## src/sv/msc_pkg.sv

```systemverilog
// ----------------------------------------------------------------------------
// msc_pkg
// Shared types and constants of the masked stamp clip writer.
// ----------------------------------------------------------------------------
`default_nettype none

package msc_pkg;

    localparam int MASK_SIDE_DEF  = 256;
    localparam int IMAGE_SIDE_DEF = 4096;

    localparam int VALUE_W     = 8;
    localparam int MSIZE_W     = 9;
    localparam int CENTRE_W    = 16;
    localparam int ISIZE_W     = 13;
    localparam int COLOUR_W    = 24;
    localparam int CHAN_W      = 8;
    localparam int PIX_INDEX_W = 24;
    localparam int CFG_INDEX_W = 3;
    localparam int CFG_DATA_W  = 24;

    typedef enum logic [CFG_INDEX_W-1:0] {
        REG_MASK_WIDTH   = 3'd0,
        REG_MASK_HEIGHT  = 3'd1,
        REG_CENTER_X     = 3'd2,
        REG_CENTER_Y     = 3'd3,
        REG_IMAGE_WIDTH  = 3'd4,
        REG_IMAGE_HEIGHT = 3'd5,
        REG_STAMP_COLOUR = 3'd6
    } t_cfg_reg;

    typedef struct packed {
        logic [MSIZE_W-1:0]         mask_width;
        logic [MSIZE_W-1:0]         mask_height;
        logic signed [CENTRE_W-1:0] center_x;
        logic signed [CENTRE_W-1:0] center_y;
        logic [ISIZE_W-1:0]         image_width;
        logic [ISIZE_W-1:0]         image_height;
        logic [COLOUR_W-1:0]        stamp_colour;
    } t_cfg;

endpackage

`default_nettype wire

```

## src/sv/msc_if.sv

```systemverilog
// ----------------------------------------------------------------------------
// msc_if
// Request channels of the masked stamp clip writer: mask bytes in, pixel
// writes out, register writes in.
// ----------------------------------------------------------------------------
`default_nettype none

interface msc_in_if;
    logic                         valid;
    logic                         ready;
    logic [msc_pkg::VALUE_W-1:0]  mask_value;

    modport source (output valid, output mask_value, input ready);
    modport sink   (input valid, input mask_value, output ready);
endinterface

interface msc_out_if;
    logic                             valid;
    logic                             ready;
    logic [msc_pkg::PIX_INDEX_W-1:0]  pixel_index;
    logic [msc_pkg::CHAN_W-1:0]       red;
    logic [msc_pkg::CHAN_W-1:0]       green;
    logic [msc_pkg::CHAN_W-1:0]       blue;
    logic [msc_pkg::CHAN_W-1:0]       alpha;

    modport source (output valid, output pixel_index, output red, output green,
                    output blue, output alpha, input ready);
    modport sink   (input valid, input pixel_index, input red, input green,
                    input blue, input alpha, output ready);
endinterface

interface msc_cfg_if;
    logic                             valid;
    logic                             ready;
    logic [msc_pkg::CFG_INDEX_W-1:0]  index;
    logic [msc_pkg::CFG_DATA_W-1:0]   data;

    modport source (output valid, output index, output data, input ready);
    modport sink   (input valid, input index, input data, output ready);
endinterface

`default_nettype wire

```

## src/sv/msc_cfg.sv

```systemverilog
// ----------------------------------------------------------------------------
// msc_cfg
// Configuration register file: mask size, centre, image size and colour.
// ----------------------------------------------------------------------------
`default_nettype none

module msc_cfg (
    input  wire logic      i_clk,
    input  wire logic      i_rst_n,
    msc_cfg_if.sink        i_cfg,
    output msc_pkg::t_cfg  o_cfg
);

    msc_pkg::t_cfg r_cfg;
    msc_pkg::t_cfg n_cfg;

    assign i_cfg.ready = 1'b1;

    always_comb begin
        n_cfg = r_cfg;
        if (i_cfg.valid) begin
            case (msc_pkg::t_cfg_reg'(i_cfg.index))
                msc_pkg::REG_MASK_WIDTH: begin
                    n_cfg.mask_width = i_cfg.data[msc_pkg::MSIZE_W-1:0];
                end
                msc_pkg::REG_MASK_HEIGHT: begin
                    n_cfg.mask_height = i_cfg.data[msc_pkg::MSIZE_W-1:0];
                end
                msc_pkg::REG_CENTER_X: begin
                    n_cfg.center_x = $signed(i_cfg.data[msc_pkg::CENTRE_W-1:0]);
                end
                msc_pkg::REG_CENTER_Y: begin
                    n_cfg.center_y = $signed(i_cfg.data[msc_pkg::CENTRE_W-1:0]);
                end
                msc_pkg::REG_IMAGE_WIDTH: begin
                    n_cfg.image_width = i_cfg.data[msc_pkg::ISIZE_W-1:0];
                end
                msc_pkg::REG_IMAGE_HEIGHT: begin
                    n_cfg.image_height = i_cfg.data[msc_pkg::ISIZE_W-1:0];
                end
                msc_pkg::REG_STAMP_COLOUR: begin
                    n_cfg.stamp_colour = i_cfg.data[msc_pkg::COLOUR_W-1:0];
                end
                default: begin
                    n_cfg = r_cfg;
                end
            endcase
        end
    end

    always_ff @(posedge i_clk) begin
        if (!i_rst_n) begin
            r_cfg.mask_width   <= msc_pkg::MSIZE_W'(1);
            r_cfg.mask_height  <= msc_pkg::MSIZE_W'(1);
            r_cfg.center_x     <= '0;
            r_cfg.center_y     <= '0;
            r_cfg.image_width  <= msc_pkg::ISIZE_W'(1);
            r_cfg.image_height <= msc_pkg::ISIZE_W'(1);
            r_cfg.stamp_colour <= '0;
        end else begin
            r_cfg <= n_cfg;
        end
    end

    assign o_cfg = r_cfg;

endmodule

`default_nettype wire

```

## src/sv/msc_pos.sv

```systemverilog
// ----------------------------------------------------------------------------
// msc_pos
// Mask column and row counters and the input register holding each byte
// with its image position.
// ----------------------------------------------------------------------------
`default_nettype none

module msc_pos #(
    parameter int MAX_MASK_SIDE = msc_pkg::MASK_SIDE_DEF,
    parameter int PW            = 18
) (
    input  wire logic                         i_clk,
    input  wire logic                         i_rst_n,
    msc_in_if.sink                            i_in,
    input  wire msc_pkg::t_cfg                i_cfg,
    input  wire logic                         i_adv,
    output logic                              o_valid,
    output logic [msc_pkg::VALUE_W-1:0]       o_mask_value,
    output logic signed [PW-1:0]              o_px,
    output logic signed [PW-1:0]              o_py
);

    localparam int CW = $clog2(MAX_MASK_SIDE);
    localparam int SW = (CW + 1 > msc_pkg::MSIZE_W) ? CW + 1 : msc_pkg::MSIZE_W;

    logic [CW-1:0]               r_col;
    logic [CW-1:0]               r_row;
    logic [CW-1:0]               n_col;
    logic [CW-1:0]               n_row;
    logic                        r_valid;
    logic                        n_valid;
    logic [msc_pkg::VALUE_W-1:0] r_mv;
    logic signed [PW-1:0]        r_px;
    logic signed [PW-1:0]        r_py;
    logic [SW-1:0]               mw_raw;
    logic [SW-1:0]               mh_raw;
    logic [SW-1:0]               mw;
    logic [SW-1:0]               mh;
    logic                        accept;
    logic signed [PW-1:0]        px;
    logic signed [PW-1:0]        py;

    assign i_in.ready = i_adv;
    assign accept     = i_in.valid && i_adv;

    // clamp the mask size to 1..MAX_MASK_SIDE
    assign mw_raw = SW'(i_cfg.mask_width);
    assign mh_raw = SW'(i_cfg.mask_height);
    assign mw = (mw_raw == '0) ? SW'(1) :
                (mw_raw > SW'(MAX_MASK_SIDE)) ? SW'(MAX_MASK_SIDE) : mw_raw;
    assign mh = (mh_raw == '0) ? SW'(1) :
                (mh_raw > SW'(MAX_MASK_SIDE)) ? SW'(MAX_MASK_SIDE) : mh_raw;

    assign px = PW'(i_cfg.center_x) - $signed(PW'(mw >> 1))
                + $signed(PW'(r_col));
    assign py = PW'(i_cfg.center_y) - $signed(PW'(mh >> 1))
                + $signed(PW'(r_row));

    always_comb begin
        n_col   = r_col;
        n_row   = r_row;
        n_valid = i_adv ? accept : r_valid;
        if (accept) begin
            if (SW'(r_col) + SW'(1) >= mw) begin
                n_col = '0;
                if (SW'(r_row) + SW'(1) >= mh) begin
                    n_row = '0;
                end else begin
                    n_row = r_row + CW'(1);
                end
            end else begin
                n_col = r_col + CW'(1);
            end
        end
    end

    always_ff @(posedge i_clk) begin
        if (!i_rst_n) begin
            r_col   <= '0;
            r_row   <= '0;
            r_valid <= 1'b0;
        end else begin
            r_col   <= n_col;
            r_row   <= n_row;
            r_valid <= n_valid;
        end
    end

    always_ff @(posedge i_clk) begin
        if (accept) begin
            r_mv <= i_in.mask_value;
            r_px <= px;
            r_py <= py;
        end
    end

    assign o_valid      = r_valid;
    assign o_mask_value = r_mv;
    assign o_px         = r_px;
    assign o_py         = r_py;

endmodule

`default_nettype wire

```

## src/sv/msc_pix.sv

```systemverilog
// ----------------------------------------------------------------------------
// msc_pix
// Clip test, linear index and the result register of the pixel write.
// ----------------------------------------------------------------------------
`default_nettype none

module msc_pix #(
    parameter int MAX_IMAGE_SIDE = msc_pkg::IMAGE_SIDE_DEF,
    parameter int PW             = 18
) (
    input  wire logic                    i_clk,
    input  wire logic                    i_rst_n,
    input  wire msc_pkg::t_cfg           i_cfg,
    input  wire logic                    i_valid,
    input  wire logic [msc_pkg::VALUE_W-1:0] i_mask_value,
    input  wire logic signed [PW-1:0]    i_px,
    input  wire logic signed [PW-1:0]    i_py,
    output logic                         o_adv,
    msc_out_if.source                    o_out
);

    localparam int IW  = $clog2(MAX_IMAGE_SIDE) + 1;
    localparam int EW  = (IW > msc_pkg::ISIZE_W) ? IW : msc_pkg::ISIZE_W;
    localparam int CPW = (PW > EW) ? PW : EW;

    logic [EW-1:0]                   iw_raw;
    logic [EW-1:0]                   ih_raw;
    logic [EW-1:0]                   iw;
    logic [EW-1:0]                   ih;
    logic                            in_image;
    logic                            hit;
    logic                            out_free;
    logic [2*EW-1:0]                 index;
    logic                            r_ovalid;
    logic [msc_pkg::PIX_INDEX_W-1:0] r_index;
    logic [msc_pkg::COLOUR_W-1:0]    r_colour;
    logic [msc_pkg::VALUE_W-1:0]     r_alpha;

    assign iw_raw = EW'(i_cfg.image_width);
    assign ih_raw = EW'(i_cfg.image_height);
    assign iw = (iw_raw > EW'(MAX_IMAGE_SIDE)) ? EW'(MAX_IMAGE_SIDE) : iw_raw;
    assign ih = (ih_raw > EW'(MAX_IMAGE_SIDE)) ? EW'(MAX_IMAGE_SIDE) : ih_raw;

    assign in_image = !i_px[PW-1] && !i_py[PW-1]
                      && (CPW'($unsigned(i_px)) < CPW'(iw))
                      && (CPW'($unsigned(i_py)) < CPW'(ih));
    assign hit      = i_valid && (i_mask_value != '0) && in_image;
    assign out_free = !r_ovalid || o_out.ready;
    assign o_adv    = !hit || out_free;

    assign index = i_py[EW-1:0] * iw + (2*EW)'(i_px[EW-1:0]);

    always_ff @(posedge i_clk) begin
        if (!i_rst_n) begin
            r_ovalid <= 1'b0;
        end else if (out_free) begin
            r_ovalid <= hit;
        end
    end

    always_ff @(posedge i_clk) begin
        if (out_free && hit) begin
            r_index  <= index[msc_pkg::PIX_INDEX_W-1:0];
            r_colour <= i_cfg.stamp_colour;
            r_alpha  <= i_mask_value;
        end
    end

    assign o_out.valid       = r_ovalid;
    assign o_out.pixel_index = r_index;
    assign o_out.red         = r_colour[23:16];
    assign o_out.green       = r_colour[15:8];
    assign o_out.blue        = r_colour[7:0];
    assign o_out.alpha       = r_alpha;

endmodule

`default_nettype wire

```

## src/sv/masked_stamp_clip_writer_core.sv

```systemverilog
// ----------------------------------------------------------------------------
// masked_stamp_clip_writer_core
// Stamps a streamed 8-bit mask onto an image centred at a configured point
// and issues one pixel write request for each visible nonzero mask byte.
// ----------------------------------------------------------------------------
// One mask byte is taken every cycle while the pixel side is not stalled;
// a pixel write request passes the input register, then the result
// register, and the single row-times-width multiply between them sets the
// clock. The mask column and row counters advance on every byte and wrap
// at the end of the mask. Zero bytes and positions outside the image give
// no request. Write registers only while no byte is in flight.
`default_nettype none

module masked_stamp_clip_writer_core #(
    parameter int MAX_MASK_SIDE  = msc_pkg::MASK_SIDE_DEF,
    parameter int MAX_IMAGE_SIDE = msc_pkg::IMAGE_SIDE_DEF
) (
    input  wire logic  i_clk,
    input  wire logic  i_rst_n,
    msc_in_if.sink     i_in,
    msc_out_if.source  o_out,
    msc_cfg_if.sink    i_cfg
);

    localparam int CW = $clog2(MAX_MASK_SIDE);
    localparam int SW = (CW + 1 > msc_pkg::MSIZE_W) ? CW + 1 : msc_pkg::MSIZE_W;
    localparam int PW = ((SW > msc_pkg::CENTRE_W) ? SW : msc_pkg::CENTRE_W) + 2;

    msc_pkg::t_cfg               cfg;
    logic                        adv;
    logic                        s1_valid;
    logic [msc_pkg::VALUE_W-1:0] s1_mask_value;
    logic signed [PW-1:0]        s1_px;
    logic signed [PW-1:0]        s1_py;

    msc_cfg u_cfg (
        .i_clk   (i_clk),
        .i_rst_n (i_rst_n),
        .i_cfg   (i_cfg),
        .o_cfg   (cfg)
    );

    msc_pos #(
        .MAX_MASK_SIDE (MAX_MASK_SIDE),
        .PW            (PW)
    ) u_pos (
        .i_clk        (i_clk),
        .i_rst_n      (i_rst_n),
        .i_in         (i_in),
        .i_cfg        (cfg),
        .i_adv        (adv),
        .o_valid      (s1_valid),
        .o_mask_value (s1_mask_value),
        .o_px         (s1_px),
        .o_py         (s1_py)
    );

    msc_pix #(
        .MAX_IMAGE_SIDE (MAX_IMAGE_SIDE),
        .PW             (PW)
    ) u_pix (
        .i_clk        (i_clk),
        .i_rst_n      (i_rst_n),
        .i_cfg        (cfg),
        .i_valid      (s1_valid),
        .i_mask_value (s1_mask_value),
        .i_px         (s1_px),
        .i_py         (s1_py),
        .o_adv        (adv),
        .o_out        (o_out)
    );

endmodule

`default_nettype wire

```

## src/flat_wrapper.sv

```systemverilog
// flat-port wrapper written by rule: the top's interface ports become plain ports
module masked_stamp_clip_writer_core_flat 
#(
    parameter int MAX_MASK_SIDE  = msc_pkg::MASK_SIDE_DEF,
    parameter int MAX_IMAGE_SIDE = msc_pkg::IMAGE_SIDE_DEF
)
  (i_clk, i_rst_n, i_in_valid, i_in_mask_value, i_in_ready, o_out_valid, o_out_pixel_index, o_out_red, o_out_green, o_out_blue, o_out_alpha, o_out_ready, i_cfg_valid, i_cfg_index, i_cfg_data, i_cfg_ready);
  msc_in_if i_in_i ();
  msc_out_if o_out_i ();
  msc_cfg_if i_cfg_i ();
  input  wire logic i_clk;
  input  wire logic i_rst_n;
  input wire logic [$bits(i_in_i.valid)-1:0] i_in_valid;
  input wire logic [$bits(i_in_i.mask_value)-1:0] i_in_mask_value;
  output wire logic [$bits(i_in_i.ready)-1:0] i_in_ready;
  output wire logic [$bits(o_out_i.valid)-1:0] o_out_valid;
  output wire logic [$bits(o_out_i.pixel_index)-1:0] o_out_pixel_index;
  output wire logic [$bits(o_out_i.red)-1:0] o_out_red;
  output wire logic [$bits(o_out_i.green)-1:0] o_out_green;
  output wire logic [$bits(o_out_i.blue)-1:0] o_out_blue;
  output wire logic [$bits(o_out_i.alpha)-1:0] o_out_alpha;
  input wire logic [$bits(o_out_i.ready)-1:0] o_out_ready;
  input wire logic [$bits(i_cfg_i.valid)-1:0] i_cfg_valid;
  input wire logic [$bits(i_cfg_i.index)-1:0] i_cfg_index;
  input wire logic [$bits(i_cfg_i.data)-1:0] i_cfg_data;
  output wire logic [$bits(i_cfg_i.ready)-1:0] i_cfg_ready;
  assign i_in_i.valid = i_in_valid;
  assign i_in_i.mask_value = i_in_mask_value;
  assign i_in_ready = i_in_i.ready;
  assign o_out_valid = o_out_i.valid;
  assign o_out_pixel_index = o_out_i.pixel_index;
  assign o_out_red = o_out_i.red;
  assign o_out_green = o_out_i.green;
  assign o_out_blue = o_out_i.blue;
  assign o_out_alpha = o_out_i.alpha;
  assign o_out_i.ready = o_out_ready;
  assign i_cfg_i.valid = i_cfg_valid;
  assign i_cfg_i.index = i_cfg_index;
  assign i_cfg_i.data = i_cfg_data;
  assign i_cfg_ready = i_cfg_i.ready;
  masked_stamp_clip_writer_core #(.MAX_MASK_SIDE(MAX_MASK_SIDE), .MAX_IMAGE_SIDE(MAX_IMAGE_SIDE)) u_core (.i_clk(i_clk), .i_rst_n(i_rst_n), .i_in(i_in_i), .o_out(o_out_i), .i_cfg(i_cfg_i));
endmodule
```

## config.mk

```make
export PLATFORM = sky130hd
export DESIGN_NAME = masked_stamp_clip_writer_core_flat
export DESIGN_NICKNAME = d
export VERILOG_FILES = /design/src/sv/msc_pkg.sv /design/src/sv/msc_if.sv /design/src/sv/msc_cfg.sv /design/src/sv/msc_pos.sv /design/src/sv/msc_pix.sv /design/src/sv/masked_stamp_clip_writer_core.sv /design/src/flat_wrapper.sv
export SDC_FILE = /design/constraint.sdc
export NUM_CORES = 1
export LEC_CHECK = 0
export BUFFER_PORTS_ARGS = -buffer_cell sky130_fd_sc_hd__buf_2
export CORE_ASPECT_RATIO = 1.2
export CORE_MARGIN = 4
export CORE_UTILIZATION = 45
export DETAILED_ROUTE_END_ITERATION = 8
export SLEW_MARGIN = 20
export SYNTH_ARGS = -nofsm -noshare
export SYNTH_HDL_FRONTEND = slang
export SYNTH_SLANG_ARGS = --single-unit
```

## constraint.sdc

```tcl
create_clock -name i_clk -period 7.7 [get_ports i_clk]
set_clock_uncertainty 0.05 [all_clocks]
set_input_delay 0.385 -clock i_clk [delete_from_list [all_inputs] [get_ports i_clk]]
set_output_delay 0.385 -clock i_clk [all_outputs]
set_load 0.02 [all_outputs]
```

==> flow_summary_export.csv, run 1 <==
group,metric,value,unit
pwr,p_per_area,183,nW/µm²
setup_path,r2r.worst_path.cells,19,
final_layout,design_area,18600,µm²
sta,holdWs,0.0324,ns
final_layout,layout_commonest_cell,"nand2_1",
die,die_w,184,µm
synthesis,synth_top_area_share,0.180,
detailed_routing,drt_wl_total,38800,µm
sta,fmax,144,MHz
clocking,cts_buffer_depth,3,
clocking,tritoncts,"yes",
hold_path,hp-start,"i_cfg_data[19]",
synthesis,synth.net_count,2113,
die,die_h,219,µm
synthesis,yosysTopAreaCell,"edfxtp_1",
sta,maxSlewHeadroom,0.294,
placement,dp_cells,2302,
flow_run,max_cap_viol_count,0,
clocking,cts_buffers,25,
placement,dpl.hpwl,29900,µm
sta,setup_viol,0,
detailed_routing,drtPass1Iterations,5,
sta,rsz0062_at_grt,"false",
setup_path,path_max_fanout,14,
die,rows,76,
synthesis,synthArstFlopShare,0,
final_layout,layout_common_cells,"nand2_1, inv_1, ha_1",
synthesis,synth_seq_cells,218,
detailed_routing,wl_per_cell,16.4,µm
clocking,clock_sinks,218,
sta,period_needed,6.93,ns
setup_path,reg2reg_slack,0.77,ns
hold_path,hp-class,"in -> reg",
detailed_routing,dr_total_vias,12000,
hold_path,min_delay_worst_endpoint,"u_core.u_cfg.o_cfg[19]",
grt,grt_overflow,0,
clocking,cts.repair.resized,0,
die,io_pins,99,
clocking,cts_root_buffer,"clkbuf_16",
clocking,clk-insertion-delay-late,0.55,ns
grt,grt_use_met2,0.346,
detailed_routing,ant_nets,0,
grt,first_global_vias,12500,
synthesis,ys_warn_count,0,
setup_path,worst_r2r_endpoint,"u_core.u_pix.o_out.pixel_index[23]",
clocking,clk_pin_slew,0.06,ns
sta,finalCritPeriodShare,0.900,
synthesis,synth.avg_cell_area,9.41,µm²
final_layout,fin_nets,2211,
final_layout,syn2layout_area_growth,11.5,%
setup_path,crit_path_end_kind,"flop",
sta,slew_violations,0,
hold_path,hold_depth,3,
detailed_routing,drc_errors,0,
sta,hold_violations,0,
die,core_area,36200,µm²
setup_path,cp_data_required_time,7.93,ns
synthesis,synth-edff-count,100,
pwr,ir_worst_vdd,0.000187,V
grt,antenna_found_initial,0,
clocking,htree_num_levels,1,
grt,use_met1,0.251,
grt,grt.total_usage,0.197,
setup_path,worstSetupPathType,"reg -> reg",
setup_path,cp_data_arrival_time,7.16,ns
synthesis,synth_cell_types,65,
die,die-area,40200,µm²
status,status,"complete, no violations",
final_layout,fin_cells,2356,
setup_path,reg2reg_from,"u_core.u_cfg.o_cfg[49]",
die,start_util,0.460,
synthesis,yosysSeqAreaShare,0.322,
final_layout,drive_gt1_frac,0.0916,
placement,gp_congestion,0.904,
placement,detailed_place.area,17700,µm²
detailed_routing,viasPerCell,5.08,
grt,grt_pass1_wl,63800,µm
grt,grt_max_degree,98,
grt,busiest_layer,"met2",
detailed_routing,drt-initial-drc-count,491,
setup_path,critPathLaunchType,"flop",
synthesis,synthFlopType,"dfxtp_1",
final_layout,antenna_cells,0,
synthesis,yosys-top-cells-area,"edfxtp_1, fa_1, dfxtp_1",
sta,worst_pin_slew,1.06,ns
placement,io_buffers,97,
sta,fin_setup_tns,0,ns
pwr,p_leak,8.38,nW
grt,grtUsageMet3,0.0297,
synthesis,syn_area,16700,µm²
synthesis,netlist_instances,1771,
where the power goes:
part | total (mW) | leakage, nW | internal (mW) | switching (mW)
clock network | 1.17 | 0.388 | 0.678 | 0.497
logic | 0.864 | 6.04 | 0.370 | 0.494
registers | 1.37 | 1.95 | 1.31 | 0.0594
total | 3.40 | 8.38 | 2.35 | 1.05
what timing repair did:
item	in CTS	in global routing
hold buffers	8	0
hold endpoints to repair	8	0
setup buffers	0	0
sequential cells by signal, indices dropped and copies added (netlist names), 8 cells and up:
register and count:
u_core.u_pos.o_py 18, u_core.u_pix.o_out.alpha 8, u_core.u_cfg.o_cfg 100, u_core.u_pix.r_colour 24
u_core.u_pos.r_row 8, u_core.u_pos.r_col 8, u_core.u_pos.o_px 18, u_core.u_pix.o_out.pixel_index 24
u_core.u_pos.o_mask_value 8
final cells by class:
cell class	instances	area (µm²)
clock inverters	16	149
well taps	468	586
repair buffers	128	738
multi-input cells	1230	10100
flip-flops and latches	218	5370
inverters	266	998
clock buffers	30	654
fillers	3370	17600
worst max-delay path, cell delays in order, from the launching register on:
cell and delay (ns):
dfxtp_1 0.36, nor2b_1 0.66, nand2_1 0.18, fa_1 0.47, fa_1 0.52, inv_1 0.06
fa_1 0.52, fa_1 0.44, fa_1 0.55, inv_1 0.05, fa_1 0.49, inv_1 0.04
ha_1 0.36, nand2_1 0.09, o311ai_0 0.59, a31oi_1 0.24, o31ai_1 0.55, a41o_1 0.26
a21oi_1 0.07, xnor2_1 0.12
worst max-delay path by stage:
stage / slack [ns] / end / startpoint
after global placement: 0.84 / u_core.u_pix.o_out.pixel_index[23] / u_core.u_cfg.o_cfg[49]
after floorplan: 1.04 / u_core.u_pix.o_out.alpha[0] / u_core.u_cfg.o_cfg[49]
after detailed placement: 0.73 / u_core.u_pix.o_out.pixel_index[23] / u_core.u_cfg.o_cfg[49]
final: 0.77 / u_core.u_pix.o_out.pixel_index[23] / u_core.u_cfg.o_cfg[49]
after CTS: 0.71 / u_core.u_pix.o_out.pixel_index[23] / u_core.u_cfg.o_cfg[49]
after global routing: 0.29 / u_core.u_pix.o_out.pixel_index[23] / u_core.u_cfg.o_cfg[49]
synthesized netlist by cell type, types with 12 or more instances:
master,number
o21ai_0,26
inv_1,263
xnor2_1,49
nor3_1,21
a21boi_0,98
fa_1,145
nand2b_1,17
edfxtp_1,100
and2_1,99
a21oi_1,40
clkbuf_1,52
a21o_1,28
o21a_1,12
nand3_1,19
nor2b_1,28
nor2_1,42
dfxtp_1,118
nand2_1,332
ha_1,157
layer usage:
metal | up-vias | part of all wire | wire length (µm)
met5 | - | 0 | 0
met4 | 0 | 0.026 | 1030
met3 | 58 | 0.044 | 1720
met2 | 221 | 0.49 | 18900
met1 | 5751 | 0.44 | 17100
li1 | 5946 | - | -
stage by stage:
step,power (mW),worst slack [ns],utilization
final,3.40,0.769,0.513
after global routing,3.62,0.293,0.513
after CTS,3.45,0.708,0.513
after detailed placement,2.25,0.733,0.489
after global placement,2.23,0.836,0.489
after floorplan,2.02,1.04,-
cell families (layout without fill, tap and decap cells):
group	Yosys count	after routing	share of synthesized area
AO/OA/AOI/OAI	268	268	0.114
XOR/XNOR	60	60	0.0315
adder cells (fa/ha/maj)	302	302	0.292
buffers and inverters	323	440	0.0730
flip-flops	218	218	0.322
other	1	1	0.000225
AND/OR/NAND/NOR	599	599	0.167
(Power assumes the default switching activity.)
==> run 2, diff against run 1 <==
--- a/config.mk
+++ b/config.mk
@@ -6,10 +6,13 @@
 export NUM_CORES = 1
 export LEC_CHECK = 0
 export BUFFER_PORTS_ARGS = -buffer_cell sky130_fd_sc_hd__buf_2
+export CELL_PAD_IN_SITES_DETAIL_PLACEMENT = 0
+export CELL_PAD_IN_SITES_GLOBAL_PLACEMENT = 1
 export CORE_ASPECT_RATIO = 1.2
 export CORE_MARGIN = 4
 export CORE_UTILIZATION = 45
 export DETAILED_ROUTE_END_ITERATION = 8
+export PLACE_DENSITY_LB_ADDON = 0.1
 export SLEW_MARGIN = 20
 export SYNTH_ARGS = -nofsm -noshare
 export SYNTH_HDL_FRONTEND = slang
==> flow_summary_export.csv, run 2 (synthesized netlist as in run 1, its figures left out) <==
group,metric,value,unit
status,status,"complete, no violations",
die,die_w,184,µm
sta,maxSlewHeadroom,0.277,
flow_run,max_cap_viol_count,0,
final_layout,fin_nets,2209,
setup_path,crit_path_end_kind,"flop",
setup_path,critPathLaunchType,"flop",
die,core_area,36200,µm²
die,start_util,0.460,
final_layout,drive_gt1_frac,0.0918,
final_layout,antenna_cells,0,
detailed_routing,viasPerCell,5.09,
grt,grt_overflow,0,
grt,grt_pass1_wl,65000,µm
clocking,tritoncts,"yes",
clocking,clock_sinks,218,
sta,fmax,141,MHz
clocking,clk_pin_slew,0.06,ns
detailed_routing,ant_nets,0,
final_layout,fill_cells,3443,
placement,gp_congestion,0.821,
setup_path,max_stage_delay,0.74,ns
setup_path,cp_slowest_cell,"nor2b_1",
sta,rsz0062_at_grt,"false",
grt,grt.total_usage,0.203,
placement,dpl.hpwl,31100,µm
placement,io_buffers,97,
sta,slew_violations,0,
setup_path,path_delay_family,"adder cells",
setup_path,cp_common_cell,"fa_1",
setup_path,cp_data_arrival_time,7.31,ns
detailed_routing,wl_per_cell,17.2,µm
final_layout,layout_commonest_cell,"nand2_1",
die,io_pins,99,
detailed_routing,drtPass1Iterations,4,
sta,finalCritPeriodShare,0.919,
grt,first_global_vias,12300,
pwr,p_leak,8.38,nW
sta,holdWs,0.0546,ns
grt,antenna_found_initial,0,
die,rows,76,
detailed_routing,drt-initial-drc-count,491,
clocking,cts_buffer_depth,3,
sta,period_needed,7.08,ns
sta,setup_viol,0,
die,die-area,40200,µm²
clocking,htree_num_levels,1,
setup_path,cp_data_required_time,7.93,ns
sta,fin_setup_tns,0,ns
final_layout,syn2layout_area_growth,11.7,%
detailed_routing,drc_errors,0,
hold_path,hp-class,"in -> reg",
final_layout,layout_common_cells,"nand2_1, inv_1, ha_1",
clocking,cts_root_buffer,"clkbuf_16",
pwr,ir_worst_vdd,0.000177,V
detailed_routing,drt_wl_total,40300,µm
clocking,clk-insertion-delay-late,0.53,ns
sta,hold_violations,0,
setup_path,worstSetupPathType,"reg -> reg",
setup_path,cp_num_buf_inv,3,
die,die_h,219,µm
clocking,cts.repair.resized,0,
detailed_routing,dr_total_vias,12000,
clocking,cts_buffers,25,
pwr,p_per_area,186,nW/µm²
sta,worst_pin_slew,1.08,ns
grt,grt_max_degree,57,
final_layout,largest_register_ffs,100,
setup_path,worstPathCellList,"nor2b_1 -> nand2_1 -> fa_1 -> fa_1 -> inv_1 -> fa_1 -> fa_1 -> fa_1 -> inv_1 -> fa_1 -> inv_1 -> ha_1 -> nand2_1 -> o311ai_0 -> a31oi_1 -> o31ai_1 -> a41o_1 -> a21oi_1 -> xnor2_1",
clocking,cts_setup_buffers,0,
setup_path,path_max_fanout,16,
## run 2: worst min-delay path: cells and delay by family
kind / cells / cell delay (ns)
buffers and inverters: 1 / 0.10
AO/OA/AOI/OAI: 1 / 0.06
AND/OR/NAND/NOR: 1 / 0.04
## run 2: metal layers
layer	vias to the layer above	GRT usage	wire, µm
li1	5938	-	-
met1	5769	0.261	17800
met2	212	0.357	19700
met3	44	0.0322	1810
met4	0	0.0539	1040
met5	-	0	0
## run 2: area by class of cell
class                   count  area (µm²)  area share
repair buffers            126         723      0.0388
clock buffers              32         704      0.0378
well taps                 468         586      0.0315
multi-input cells        1230       10100       0.543
flip-flops and latches    218        5370       0.288
inverters                 266         998      0.0536
clock inverters            12         139     0.00746
## run 2: through the flow
step                instances  utilization  setup WS, ns  power (mW)  cell area [µm²]
floorplan                1771            -          1.04        2.02            16700
global placement         2300        0.488         0.688        2.25            17700
detailed placement       2300        0.488         0.610        2.26            17700
CTS                      2352        0.514         0.606        3.51            18600
global route             2352        0.514         0.173        3.68            18600
finish                   2352        0.514         0.624        3.46            18600
## run 2: final timing paths
kind / startpoint / cells after the start / to / slack, ns
min: i_cfg_data[21] / 3 / u_core.u_cfg.o_cfg[21] / 0.05
min reg2reg: u_core.u_cfg.o_cfg[5] / 0 / u_core.u_pix.r_colour[5] / 0.38
max: u_core.u_cfg.o_cfg[49] / 19 / u_core.u_pix.o_out.pixel_index[23] / 0.62
max reg2reg: u_core.u_cfg.o_cfg[49] / 19 / u_core.u_pix.o_out.pixel_index[23] / 0.62
## run 2: power breakdown
group / internal, mW / switching, mW / total [mW]
Clock: 0.721 / 0.504 / 1.22
Combinational: 0.370 / 0.484 / 0.854
Sequential: 1.31 / 0.0753 / 1.38
Total: 2.40 / 1.06 / 3.46
## run 2: repair_timing
item                                    CTS  global route
endpoints found under the hold margin     8             0
endpoints found under the setup margin    0             0
hold buffers                              8             0
==> run 3, diff against run 2 <==
--- a/config.mk
+++ b/config.mk
@@ -13,7 +13,7 @@
 export CORE_UTILIZATION = 45
 export DETAILED_ROUTE_END_ITERATION = 8
 export PLACE_DENSITY_LB_ADDON = 0.1
-export SLEW_MARGIN = 20
+export SLEW_MARGIN = 0
 export SYNTH_ARGS = -nofsm -noshare
 export SYNTH_HDL_FRONTEND = slang
 export SYNTH_SLANG_ARGS = --single-unit
==> constraint.sdc (replaced) <==
create_clock -name i_clk -period 8.4 [get_ports i_clk]
set_clock_uncertainty 0.05 [all_clocks]
set_input_delay 0.42 -clock i_clk [delete_from_list [all_inputs] [get_ports i_clk]]
set_output_delay 0.42 -clock i_clk [all_outputs]
set_load 0.02 [all_outputs]
==> flow_summary_export.csv, run 3 (synthesized netlist as in run 1, its figures left out) <==
group,metric,value,unit
status,status,"complete, no violations",
die,start_util,0.460,
detailed_routing,drc_errors,0,
grt,antenna_found_initial,0,
detailed_routing,viasPerCell,5.07,
placement,detailed_place.area,17700,µm²
pwr,p_leak,8.44,nW
clocking,cts.repair.resized,0,
clocking,tritoncts,"yes",
clocking,cts_root_buffer,"clkbuf_16",
sta,holdWs,0.0741,ns
setup_path,crit_path_end_kind,"flop",
hold_path,hp-class,"in -> reg",
final_layout,fin_nets,2207,
final_layout,layout_common_cells,"nand2_1, inv_1, ha_1",
detailed_routing,drt-initial-drc-count,461,
placement,io_buffers,97,
final_layout,layout_commonest_cell,"nand2_1",
clocking,clock_sinks,218,
placement,dpl.hpwl,30400,µm
final_layout,syn2layout_area_growth,12.3,%
placement,gp_congestion,0.822,
setup_path,worstSetupPathType,"reg -> reg",
clocking,htree_num_levels,1,
setup_path,path_max_fanout,27,
detailed_routing,dr_total_vias,11900,
final_layout,utilization,0.516,
setup_path,cp_data_arrival_time,7.81,ns
sta,slew_violations,0,
flow_run,max_cap_viol_count,0,
grt,grt_overflow,0,
die,die_h,219,µm
sta,fin_setup_tns,0,ns
grt,first_global_vias,12600,
sta,hold_violations,0,
die,rows,76,
sta,fmax,132,MHz
setup_path,cp_data_required_time,8.65,ns
final_layout,largest_register_ffs,100,
final_layout,design_area,18700,µm²
detailed_routing,drt_wl_total,39800,µm
grt,grt_pass1_wl,65500,µm
grt,grt_max_degree,60,
sta,finalCritPeriodShare,0.901,
detailed_routing,drtPass1Iterations,4,
clocking,cts_buffer_depth,3,
clocking,clk_pin_slew,0.06,ns
final_layout,antenna_cells,0,
die,io_pins,99,
sta,setup_viol,0,
detailed_routing,ant_nets,0,
setup_path,critPathLaunchType,"flop",
die,core_area,36200,µm²
sta,period_needed,7.56,ns
die,die-area,40200,µm²
clocking,cts_buffers,26,
final_layout,drive_gt1_frac,0.0934,
sta,worst_pin_slew,1.16,ns
grt,grt.total_usage,0.203,
pwr,ir_worst_vdd,0.000158,V
pwr,p_per_area,175,nW/µm²
sta,maxSlewHeadroom,0.227,
die,die_w,184,µm
clocking,clk-insertion-delay-late,0.55,ns
sta,rsz0062_at_grt,"false",
detailed_routing,wl_per_cell,16.9,µm
[run 3: cell types whose count changed in the layout (fill, tap and decap cells not counted), moves of 2 or more]
cell,before,now
buf_4,21,18
clkbuf_1,4,0
clkbuf_16,27,29
clkbuf_8,1,6
inv_6,3,1
[run 3: worst paths after layout]
check / startpoint / end / slack [ns] / cells past startpoint
worst max register to register: u_core.u_cfg.o_cfg[49] / u_core.u_pix.o_out.pixel_index[23] / 0.84 / 19
worst max-delay path: u_core.u_cfg.o_cfg[49] / u_core.u_pix.o_out.pixel_index[23] / 0.84 / 19
worst min register to register: u_core.u_cfg.o_cfg[16] / u_core.u_pix.r_colour[16] / 0.38 / 0
worst min-delay path: i_cfg_data[21] / u_core.u_cfg.o_cfg[21] / 0.07 / 3
[run 3: where the power goes]
part           switching (mW)  internal [mW]  leakage [nW]
clock network           0.474          0.770         0.471
registers              0.0600           1.20          1.95
logic                   0.445          0.334          6.02
[run 3: per-layer routing]
metal,up-vias,track usage,share of wire
li1,5941,-,-
met1,5736,0.264,0.45
met2,191,0.354,0.48
met3,67,0.0280,0.041
met4,0,0.0611,0.029
met5,-,0,0
[run 3: layout make-up]
| class | count | area [µm²] |
|---|---|---|
| fillers | 3417 | 17500 |
| multi-input cells | 1230 | 10100 |
| flip-flops and latches | 218 | 5370 |
| inverters | 266 | 998 |
| clock buffers | 35 | 808 |
| repair buffers | 123 | 701 |
| well taps | 468 | 586 |
| clock inverters | 13 | 161 |
[run 3: critical path, stage by stage (launching register included)]
cell and delay, ns:
dfxtp_1 0.59, nor2b_1 1.01, nand2_1 0.18, fa_1 0.55
inv_1 0.05, fa_1 0.41, fa_1 0.58, fa_1 0.44
fa_1 0.54, inv_1 0.05, fa_1 0.49, inv_1 0.04
ha_1 0.35, nand2_1 0.09, o311ai_0 0.54, a31oi_1 0.27
o31ai_1 0.62, a41o_1 0.26, a21oi_1 0.07, xnor2_1 0.12
[run 3: metrics by stage]
step | total power [mW] | std cells | worst slack [ns]
floorplan | 1.85 | 1771 | 1.74
global placement | 2.05 | 2297 | 0.995
detailed placement | 2.07 | 2297 | 0.844
CTS | 3.33 | 2353 | 0.838
global route | 3.49 | 2353 | 0.418
finish | 3.28 | 2353 | 0.835
[run 3: what timing repair did]
action	CTS	global route
endpoints found under the hold margin	8	0
setup buffers	0	0
hold buffers	8	0
